## src/rtl/core/hcp2u8_pkg.sv

```systemverilog
package hcp2u8_pkg;

   localparam int NUM_CHARS = 8;
   localparam int NUM_PAIRS = 4;
   localparam int MAX_BYTES = 6;

   localparam logic [3:0] MAX_LEN = 4'd8;
   localparam logic [2:0] MIN_BC  = 3'd1;
   localparam logic [2:0] MAX_BC  = 3'd4;

   localparam logic [1:0] CONT_MARK  = 2'b10;
   localparam logic [2:0] LEAD2_MARK = 3'b110;
   localparam logic [3:0] LEAD3_MARK = 4'b1110;
   localparam logic [4:0] LEAD4_MARK = 5'b11110;
   localparam logic [5:0] LEAD5_MARK = 6'b111110;
   localparam logic [6:0] LEAD6_MARK = 7'b1111110;

   typedef enum logic [2:0] {
      ERR_NONE   = 3'd0,
      ERR_FIRST  = 3'd1,
      ERR_SECOND = 3'd2,
      ERR_COUNT  = 3'd3,
      ERR_LARGE  = 3'd4
   } err_type;

   typedef struct packed {
      logic [7:0] hex_char_0;
      logic [7:0] hex_char_1;
      logic [7:0] hex_char_2;
      logic [7:0] hex_char_3;
      logic [7:0] hex_char_4;
      logic [7:0] hex_char_5;
      logic [7:0] hex_char_6;
      logic [7:0] hex_char_7;
      logic [3:0] char_count;
      logic [2:0] byte_count;
   } req_type;

   typedef struct packed {
      logic [7:0] out_byte;
      logic       last;
      logic [2:0] error;
   } rsp_type;

   // decoded characters: nybble and digit-valid flag per position
   typedef struct packed {
      logic [NUM_CHARS-1:0][3:0] nyb;
      logic [NUM_CHARS-1:0]      ok;
      logic [3:0]                len;
      logic [2:0]                bc;
   } dec_type;

   typedef struct packed {
      logic [31:0] value;
      err_type     err;
   } val_type;

   typedef struct packed {
      logic [MAX_BYTES-1:0][7:0] bytes;
      logic [2:0]                cnt;
      err_type                   err;
   } enc_type;

   function automatic logic [4:0] hex_digit(input logic [7:0] c);
      logic [4:0] r;
      r = '0;
      if (c inside {["0":"9"]}) begin
         r = {1'b1, 4'(c - 8'h30)};
      end else if (c inside {["a":"f"]}) begin
         r = {1'b1, 4'(c - 8'h57)};
      end else if (c inside {["A":"F"]}) begin
         r = {1'b1, 4'(c - 8'h37)};
      end
      return r;
   endfunction

endpackage

```

## src/rtl/core/hcp2u8_decode.sv

```systemverilog
module hcp2u8_decode import hcp2u8_pkg::*; (
   input  logic    clock,
   input  logic    reset,
   input  logic    hold,
   input  logic    in_valid,
   input  req_type in_data,
   output logic    out_valid,
   output dec_type out_data
);

   logic          valid_ff;
   dec_type       data_ff;
   dec_type       data_in;
   logic [7:0]    ch [NUM_CHARS];
   logic [3:0]    len_clamp;
   logic [4:0]    dig;

   assign ch[0] = in_data.hex_char_0;
   assign ch[1] = in_data.hex_char_1;
   assign ch[2] = in_data.hex_char_2;
   assign ch[3] = in_data.hex_char_3;
   assign ch[4] = in_data.hex_char_4;
   assign ch[5] = in_data.hex_char_5;
   assign ch[6] = in_data.hex_char_6;
   assign ch[7] = in_data.hex_char_7;

   assign len_clamp = (in_data.char_count > MAX_LEN) ? MAX_LEN : in_data.char_count;

   always_comb begin
      data_in     = '0;
      data_in.bc  = in_data.byte_count;
      data_in.len = len_clamp;
      dig         = '0;
      // a NUL inside the counted span ends the string; scan down so the lowest wins
      for (int i = NUM_CHARS - 1; i >= 0; i--) begin
         if (4'(i) < len_clamp && ch[i] == 8'h00) begin
            data_in.len = 4'(i);
         end
      end
      for (int i = 0; i < NUM_CHARS; i++) begin
         dig             = hex_digit(ch[i]);
         data_in.ok[i]   = dig[4];
         data_in.nyb[i]  = dig[3:0];
      end
   end

   always_ff @(posedge clock) begin
      if (reset) begin
         valid_ff <= 1'b0;
      end else if (!hold) begin
         valid_ff <= in_valid;
      end
   end

   always_ff @(posedge clock) begin
      if (!hold) begin
         data_ff <= data_in;
      end
   end

   assign out_valid = valid_ff;
   assign out_data  = data_ff;

endmodule

```

## src/rtl/core/hcp2u8_parse.sv

```systemverilog
module hcp2u8_parse import hcp2u8_pkg::*; (
   input  logic    clock,
   input  logic    reset,
   input  logic    hold,
   input  logic    in_valid,
   input  dec_type in_data,
   output logic    out_valid,
   output val_type out_data
);

   logic       valid_ff;
   val_type    data_ff;
   val_type    data_in;
   logic       done;
   logic [2:0] nbytes;

   assign nbytes = in_data.len[3:1];

   always_comb begin
      data_in = '0;
      done    = 1'b0;
      // first bad pair in order decides the code
      for (int p = 0; p < NUM_PAIRS; p++) begin
         if (!done && 4'(2 * p) < in_data.len) begin
            if (!in_data.ok[2 * p]) begin
               data_in.err = ERR_FIRST;
               done        = 1'b1;
            end else if (4'(2 * p + 1) >= in_data.len) begin
               data_in.err = ERR_SECOND;
               done        = 1'b1;
            end else if (!in_data.ok[2 * p + 1]) begin
               data_in.err = ERR_SECOND;
               done        = 1'b1;
            end
         end
      end
      for (int p = 0; p < NUM_PAIRS; p++) begin
         if (4'(2 * p + 2) <= in_data.len) begin
            data_in.value = {data_in.value[23:0], in_data.nyb[2 * p], in_data.nyb[2 * p + 1]};
         end
      end
      if (!done) begin
         if (in_data.bc < MIN_BC || in_data.bc > MAX_BC || nbytes != in_data.bc) begin
            data_in.err = ERR_COUNT;
         end else if (data_in.value[31]) begin
            data_in.err = ERR_LARGE;
         end
      end
   end

   always_ff @(posedge clock) begin
      if (reset) begin
         valid_ff <= 1'b0;
      end else if (!hold) begin
         valid_ff <= in_valid;
      end
   end

   always_ff @(posedge clock) begin
      if (!hold) begin
         data_ff <= data_in;
      end
   end

   assign out_valid = valid_ff;
   assign out_data  = data_ff;

endmodule

```

## src/rtl/core/hcp2u8_encode.sv

```systemverilog
module hcp2u8_encode import hcp2u8_pkg::*; (
   input  logic    clock,
   input  logic    reset,
   input  logic    hold,
   input  logic    in_valid,
   input  val_type in_data,
   output logic    out_valid,
   output enc_type out_data
);

   logic       valid_ff;
   enc_type    data_ff;
   enc_type    data_in;
   logic [31:0] v;
   logic [5:0] grp [MAX_BYTES-1];
   logic [2:0] n;
   logic [2:0] gi;

   assign v = in_data.value;

   always_comb begin
      for (int j = 0; j < MAX_BYTES - 1; j++) begin
         grp[j] = v[6 * j +: 6];
      end
   end

   always_comb begin
      if (v[30:26] != '0) begin
         n = 3'd6;
      end else if (v[25:21] != '0) begin
         n = 3'd5;
      end else if (v[20:16] != '0) begin
         n = 3'd4;
      end else if (v[15:11] != '0) begin
         n = 3'd3;
      end else if (v[10:7] != '0) begin
         n = 3'd2;
      end else begin
         n = 3'd1;
      end
   end

   always_comb begin
      data_in     = '0;
      data_in.err = in_data.err;
      gi          = '0;
      if (in_data.err != ERR_NONE) begin
         data_in.cnt = 3'd1;
      end else begin
         data_in.cnt = n;
         case (n)
            3'd1: data_in.bytes[0] = {1'b0, v[6:0]};
            3'd2: data_in.bytes[0] = {LEAD2_MARK, v[10:6]};
            3'd3: data_in.bytes[0] = {LEAD3_MARK, v[15:12]};
            3'd4: data_in.bytes[0] = {LEAD4_MARK, v[20:18]};
            3'd5: data_in.bytes[0] = {LEAD5_MARK, v[25:24]};
            3'd6: data_in.bytes[0] = {LEAD6_MARK, v[30]};
            default: data_in.bytes[0] = '0;
         endcase
         // continuation bytes carry six bits each, high group first
         for (int k = 1; k < MAX_BYTES; k++) begin
            if (3'(k) < n) begin
               gi                  = n - 3'd1 - 3'(k);
               data_in.bytes[k]    = {CONT_MARK, grp[gi]};
            end
         end
      end
   end

   always_ff @(posedge clock) begin
      if (reset) begin
         valid_ff <= 1'b0;
      end else if (!hold) begin
         valid_ff <= in_valid;
      end
   end

   always_ff @(posedge clock) begin
      if (!hold) begin
         data_ff <= data_in;
      end
   end

   assign out_valid = valid_ff;
   assign out_data  = data_ff;

endmodule

```

## src/rtl/core/hcp2u8_serial.sv

```systemverilog
module hcp2u8_serial import hcp2u8_pkg::*; (
   input  logic    clock,
   input  logic    reset,
   input  logic    in_valid,
   input  enc_type in_data,
   output logic    hold,
   output logic    out_valid,
   output rsp_type out_data
);

   logic       valid_ff;
   enc_type    data_ff;
   logic [2:0] idx_ff;
   logic [2:0] idx_in;
   logic       at_last;

   assign at_last = (idx_ff == data_ff.cnt - 3'd1);
   // keep the current item until its final beat goes out
   assign hold    = valid_ff && !at_last;
   assign idx_in  = hold ? idx_ff + 3'd1 : '0;

   always_ff @(posedge clock) begin
      if (reset) begin
         valid_ff <= 1'b0;
         idx_ff   <= '0;
      end else begin
         idx_ff <= idx_in;
         if (!hold) begin
            valid_ff <= in_valid;
         end
      end
   end

   always_ff @(posedge clock) begin
      if (!hold) begin
         data_ff <= in_data;
      end
   end

   assign out_valid         = valid_ff;
   assign out_data.out_byte = data_ff.bytes[idx_ff];
   assign out_data.last     = at_last;
   assign out_data.error    = data_ff.err;

endmodule

```

## src/rtl/core/hex_codepoint_to_utf8_unit.sv

```systemverilog
// The first byte reaches rsp_data through the decode, parse, encode and
// serializer registers. Each code point gives 1 to 6 UTF-8 bytes (1 on error),
// sent a byte a cycle; busy is high while all stages are full and bytes remain.
// The receiver cannot stall: every rsp_strobe beat is taken as it comes.
// Reset is synchronous; it clears all valid bits and the serializer byte index.
module hex_codepoint_to_utf8_unit import hcp2u8_pkg::*; (
   input  logic    clock,
   input  logic    reset,
   input  logic    start,
   output logic    busy,
   input  req_type req_data,
   output logic    rsp_strobe,
   output rsp_type rsp_data
);

   logic    dec_valid;
   logic    val_valid;
   logic    enc_valid;
   dec_type dec_data;
   val_type val_data;
   enc_type enc_data;
   logic    ser_hold;
   logic    enc_hold;
   logic    val_hold;
   logic    dec_hold;

   // a stage holds only when it is full and the one below holds too
   assign enc_hold = enc_valid && ser_hold;
   assign val_hold = val_valid && enc_hold;
   assign dec_hold = dec_valid && val_hold;
   assign busy     = dec_hold;

   hcp2u8_decode u_decode (
      .clock     (clock),
      .reset     (reset),
      .hold      (dec_hold),
      .in_valid  (start),
      .in_data   (req_data),
      .out_valid (dec_valid),
      .out_data  (dec_data)
   );

   hcp2u8_parse u_parse (
      .clock     (clock),
      .reset     (reset),
      .hold      (val_hold),
      .in_valid  (dec_valid),
      .in_data   (dec_data),
      .out_valid (val_valid),
      .out_data  (val_data)
   );

   hcp2u8_encode u_encode (
      .clock     (clock),
      .reset     (reset),
      .hold      (enc_hold),
      .in_valid  (val_valid),
      .in_data   (val_data),
      .out_valid (enc_valid),
      .out_data  (enc_data)
   );

   hcp2u8_serial u_serial (
      .clock     (clock),
      .reset     (reset),
      .in_valid  (enc_valid),
      .in_data   (enc_data),
      .hold      (ser_hold),
      .out_valid (rsp_strobe),
      .out_data  (rsp_data)
   );

   a_busy_needs_output: assert property (@(posedge clock) disable iff (reset)
      !rsp_strobe |-> !busy)
      else $error("busy while serializer is empty");

   a_bytes_contiguous: assert property (@(posedge clock) disable iff (reset)
      rsp_strobe && !rsp_data.last |=> rsp_strobe)
      else $error("gap inside a multi-byte sequence");

   a_error_single: assert property (@(posedge clock) disable iff (reset)
      rsp_strobe && rsp_data.error != ERR_NONE |-> rsp_data.last && rsp_data.out_byte == 8'h00)
      else $error("error beat not a single zero byte");

endmodule
```

## config.mk

```make
export PLATFORM = sky130hd
export DESIGN_NAME = hex_codepoint_to_utf8_unit
export DESIGN_NICKNAME = d
export VERILOG_FILES = /design/src/rtl/core/hcp2u8_pkg.sv /design/src/rtl/core/hcp2u8_decode.sv /design/src/rtl/core/hcp2u8_parse.sv /design/src/rtl/core/hcp2u8_encode.sv /design/src/rtl/core/hcp2u8_serial.sv /design/src/rtl/core/hex_codepoint_to_utf8_unit.sv
export SDC_FILE = /design/constraint.sdc
export NUM_CORES = 1
export LEC_CHECK = 0
export BUFFER_PORTS_ARGS = -buffer_cell sky130_fd_sc_hd__buf_4
export CORE_MARGIN = 5
export CORE_UTILIZATION = 50
export CTS_CLUSTER_DIAMETER = 80
export DETAILED_ROUTE_END_ITERATION = 10
export PLACE_DENSITY = 0.69
export SYNTH_ARGS = -nofsm -noshare
export SYNTH_HDL_FRONTEND = slang
export SYNTH_HIERARCHICAL = 1
export SYNTH_SLANG_ARGS = --single-unit
```

## constraint.sdc

```tcl
create_clock -name clock -period 6.05 [get_ports clock]
set_input_delay 1.21 -clock clock [delete_from_list [all_inputs] [get_ports clock]]
set_output_delay 1.21 -clock clock [all_outputs]
set_load 0.02 [all_outputs]
```

Word-level counts from Yosys, hierarchy flattened --
Cells that the tools add are included.
Storage, ports and cells: bits in registers 196, output and inout bits 14, word-level logic and storage cells 357, bits of input ports 74
Cells by class: order comparisons 82, muxes and demuxes 99, eq/ne operators 8, add/sub/neg operators 32, bitwise gates (word level) 11, reductions and logical operators 76
Operator list (count):
- 8-bit by 7-bit >= comparator with 1-bit output, second input constant | 16
- 8-bit by 7-bit <= comparator with 1-bit output, second input constant | 16
- 6-bit binary-select mux with 3-bit select | 5
- 3-bit two-way mux | 26
- 4-bit two-way mux | 17
- 8-bit by 6-bit >= comparator with 1-bit output, second input constant | 8
- 8-bit by 6-bit <= comparator with 1-bit output, second input constant | 8
- 8-bit logical NOT | 8
- 4-bit by 3-bit subtractor with 4-bit output, second input constant | 16
- 6-bit two-way mux | 10
- 8-bit two-way mux | 7
- 8-bit one-hot mux with 6 select lines | 1
- 5-bit two-way mux | 8
- 1-bit logical AND | 39
- 32-bit two-way mux | 1
- 4-bit by 1-bit subtractor with 4-bit output, second input constant | 8
- 2-bit OR reduction | 15
- 8-bit binary-select mux with 3-bit select | 1
- 3-bit by 4-bit < comparator with 1-bit output, first input constant | 6
- 24-bit two-way mux | 1
- 4-bit >= comparator, second input constant | 5
- 3-bit NOT with 4-bit output | 5
- 5-bit nonzero test | 4
- 1-bit two-way mux | 17
- other kinds (33) | 60

Longest topological paths before layout --
word-level depth 19, depth in mapped cells 12, depth with buffers taken out 9

Modules after synthesis --
The synthesis kept the hierarchy.
Modules (own cells, without submodules):
- hcp2u8_decode | instances 1, cells each 281, seq. area each 1431.4 um2, area an instance 3069.2 um2
- hcp2u8_encode | instances 1, cells each 244, seq. area each 1461.4 um2, area an instance 2884.0 um2
- hcp2u8_serial | instances 1, cells each 116, seq. area each 1701.6 um2, area an instance 2289.7 um2
- hcp2u8_parse | instances 1, cells each 189, seq. area each 1071.0 um2, area an instance 2026.9 um2
- hex_codepoint_to_utf8_unit | instances 1, cells each 3, seq. area each 0.0 um2, area an instance 23.8 um2

Least setup slack after synthesis --
No wires, ideal clock.
kind reg2reg, start point register u_serial/data_ff[3] (netlist name), end point register u_decode.data_ff, in the netlist u_decode/out_data[0] (enable), required time 5.649 ns, clock period less this slack 4.376 ns, stages on the path, launching flop included 8, setup time 0.401 ns, setup slack 1.674 ns, arrival 3.975 ns, buffers on the path 0, path through edfxtp_1 -> inv_1 -> ha_1 -> xor3_1 -> o31ai_4 -> inv_1 -> and4_1 -> inv_1
Between the ends: word-level cells in the longest chain between the ends 7
Ends and longest elaborated chain:
- start, declared | line hcp2u8_serial.sv:12 | enc_type data_ff;
- start signal, assigned | line hcp2u8_serial.sv:36 | data_ff <= in_data;
- 3-bit by 1-bit subtractor with 3-bit output | line hcp2u8_serial.sv:17 | assign at_last = (idx_ff == data_ff.cnt - 3'd1);
- 3-bit == test | line hcp2u8_serial.sv:17
- 1-bit logical NOT | line hcp2u8_serial.sv:19 | assign hold = valid_ff && !at_last;
- 1-bit logical AND | line hcp2u8_serial.sv:19
- named net ser_hold | line hex_codepoint_to_utf8_unit.sv:22 | logic ser_hold;
- 1-bit logical AND | line hex_codepoint_to_utf8_unit.sv:28 | assign enc_hold = enc_valid && ser_hold;
- 1-bit logical AND | line hex_codepoint_to_utf8_unit.sv:29 | assign val_hold = val_valid && enc_hold;
- 1-bit logical AND | line hex_codepoint_to_utf8_unit.sv:30 | assign dec_hold = dec_valid && val_hold;
- named net busy | line hex_codepoint_to_utf8_unit.sv:10 | output logic busy,
- end signal, assigned | line hcp2u8_decode.sv:57 | data_ff <= data_in;
- end, declared | line hcp2u8_decode.sv:12 | dec_type data_ff;
The timed path passes the listed nets, and every way through them passes these cells. A chain may end at the register's enable or synchronous reset.

Worst setup path after layout --
start point register u_parse.data_ff, in the netlist u_parse/out_data[27], end point register u_encode.data_ff, in the netlist u_encode/out_data[15], data pin
Between the ends: word-level cells in the longest chain between the ends 9, elaborated cells on any way between the ends 12, classes of those cells add/sub (2); order compare (1); mux (5); bitwise (2); reduce/logical (2)
Ends and longest elaborated chain:
- start, declared | line hcp2u8_parse.sv:12 | val_type data_ff;
- start signal, assigned | line hcp2u8_parse.sv:61 | data_ff <= data_in;
- 5-bit nonzero test (*) | line hcp2u8_encode.sv:30 | end else if (v[25:21] != '0) begin
- 3-bit two-way mux (*) | line hcp2u8_encode.sv:30
- 3-bit two-way mux (*) | line hcp2u8_encode.sv:28 | if (v[30:26] != '0) begin
- 3-bit by 1-bit subtractor with 3-bit output (2 in a row) | line hcp2u8_encode.sv:63 | gi = n - 3'd1 - 3'(k);
- 3-bit NOT with 4-bit output (not written as such) | line hcp2u8_encode.sv:64 | data_in.bytes[k] = {CONT_MARK, grp[gi]};
- 6-bit binary-select mux with 3-bit select | line hcp2u8_encode.sv:64
- 6-bit two-way mux (not written as such) (2 in a row) | line hcp2u8_encode.sv:64
- end signal, assigned | line hcp2u8_encode.sv:80 | data_ff <= data_in;
- end, declared | line hcp2u8_encode.sv:12 | enc_type data_ff;
Every way passes the cells marked *; elsewhere a longest branch is shown, timed or not. The select of a mux whose other input is x is not followed.

==> metrics <==
outcome=finished, final reports clean; TritonCTS sink count=190; dpl cells=roughly 1200; Mapped Cells=832; Finished Layout Cells=roughly 1200; Area Overhead vs Synth=12.7%; DIE WIDTH=around 150 um; length in cells of the worst reg-to-reg path=9; max-slew violations=0; DRC viols=0; CTS clk-pin slew, worst paths=0.06 ns; CP required=about 6.2 ns; leak pwr=about 4.5 nW; initial drt markers=roughly 420; vias per inst=about 5.6; syn avg cell area=roughly 12 um^2; max-cap viol count=0; initial antenna violation count=0; core area=a little over 0.02 mm^2; CTS tree=done; final period utilization=slightly above 70%; min cycle time layout=around 4.3 ns; global route overflow=0; critical path class=flop to flop; Max-slew headroom=a little under a fifth; antenna cells=0; WHS Path Cells=0; min-delay src=u_encode/out_data[47]; largest net degree at the start of global routing=60; Storage cell area=roughly 0.0056 mm^2; dpl hpwl=between 15 and 20 mm; Post-DRT Antenna Nets=0; filler cell count=~1700; Clock Skew=roughly 0.0076 ns; Pwr Total=approximately 0.0029 W; GP Congestion=0.893; met2 wire length=a little over 10 mm; f_max=between 200 and 250 MHz; crit start category=flop; uppermost layer routed=met4; # hold bufs at CTS=0; drt pass-1 iters=5; multi-input logic area=~0.0042 mm^2; Ys Warns=6; vias=6672; Worst Path Arrival=about 4.5 ns; Crit Path Max Fanout=35; number of global-route vias before repair=6483; Reg-to-Reg Start=u_parse/out_data[27]; number of H-tree levels=4; Rows=52; final hold violation count=0; global-route wire length before repair=around 34 mm; nets=just over 1000; setup TNS=0 ns; I/O pin cnt=88; M1 wire length=a little over 9 mm; post-cts sizing count=0; clock tree buffer depth=2; Root Driver=clkbuf_16; All-Layer GR Usage=between 10% and 20%; Hold Crit Class=flop to flop; WL/cell=around 17 um; R2R Setup Slk=roughly 1.8 ns; Starting Density=about 51%; VDD IR max=118 uV; Finish-stage setup viols=0; worst-margin pin slew=1.21 ns; RSZ-0062 raised after global routing=false; Port Buffer Count=between 80 and 90; share of cells above drive strength 1=a little under a fifth; die area=roughly 0.023 mm^2; critical path capture point type=flop; met3 routed WL=roughly 830 um; Power Density=approximately 250 mW/mm^2; Total Routed Length=20.7 mm; die height=around 150 um; hold endpoint=u_serial/data_ff[47]; worst reg2reg endpoint=u_encode/out_data[15]; Post-Syn Area=between 0.01 and 0.015 mm^2; Setup Buffers After CTS=0; total CTS buffers=17; worst skew pair latency=about 0.42 ns
## state kept, by name, indices dropped and copies added (netlist names)
register / cells
u_serial/out_data: 3
u_serial/idx_ff: 3
u_encode/out_data: 48
u_encode/out_valid: 1
u_serial/data_ff: 51
u_serial/out_valid: 1
u_parse/out_valid: 1
u_decode/out_data: 47
u_parse/out_data: 34
u_decode/out_valid: 1
## metal layers
layer  vias to the layer above  global-route usage [%]
met5                         -                       0
met4                         0                    6.58
met3                        36                    3.08
met2                       192                    30.5
met1                      3112                    23.7
li1                       3332                       -
## report_power, final
part	switching [W]	internal [W]	total (W)
clock network	0.000440	0.000519	0.000959
logic	0.000252	0.000177	0.000428
registers	0.0000324	0.00148	0.00151
total	0.000724	0.00217	0.00290
## cell type report
type	count	area share, %
multi-input cells	559	36.5
well taps	270	2.92
inverters	46	1.49
clock buffers	20	3.77
repair buffers	93	6.03
clock inverters	10	0.595
flip-flops and latches	190	48.7
## worst max-delay path, cell delays in order (launching register included)
cell      delay [ns]
edfxtp_1        0.46
or4_1           0.57
or2_0           0.35
a22oi_4         0.80
ha_1            0.26
buf_4           0.39
clkinv_1        0.42
mux4_2          0.56
a21oi_1         0.16
nor2_1          0.06
## cell usage in the layout (no fill, tap or decap), types with 17 or more instances in the layout
master / count
buf_4: 93
a21oi_1: 29
nand2_1: 80
mux2i_1: 25
nand3_1: 28
o21ai_0: 45
nor2_1: 28
edfxtp_1: 183
inv_1: 44
ha_1: 30
clkbuf_16: 17
nand2b_1: 28
## per-stage QoR
stage               hold WS (ns)  cell area (um^2)  util (%)  setup WS, ns
finish                     0.413             11600      57.2          1.76
global route               0.424             11600      57.2          1.43
CTS                        0.414             11600      57.2          1.75
detailed placement         0.405             11100      54.7          1.77
global placement           0.400             11100      54.7          1.81
floorplan                  0.400             10300         -          1.67
## worst max path at each step
| stage | to | from | slack, ns | cells after the start |
|---|---|---|---|---|
| after floorplan | u_decode/out_data[0] | u_serial/data_ff[3] | 1.67 | 7 |
| after global placement | u_encode/out_data[15] | u_parse/out_data[27] | 1.81 | 9 |
| after detailed placement | u_encode/out_data[15] | u_parse/out_data[16] | 1.77 | 9 |
| after CTS | u_encode/out_data[15] | u_parse/out_data[16] | 1.75 | 9 |
| after global routing | u_encode/out_data[15] | u_parse/out_data[16] | 1.43 | 9 |
| final | u_encode/out_data[15] | u_parse/out_data[27] | 1.76 | 9 |
No activity file was read; power rests on OpenSTA's default activity.
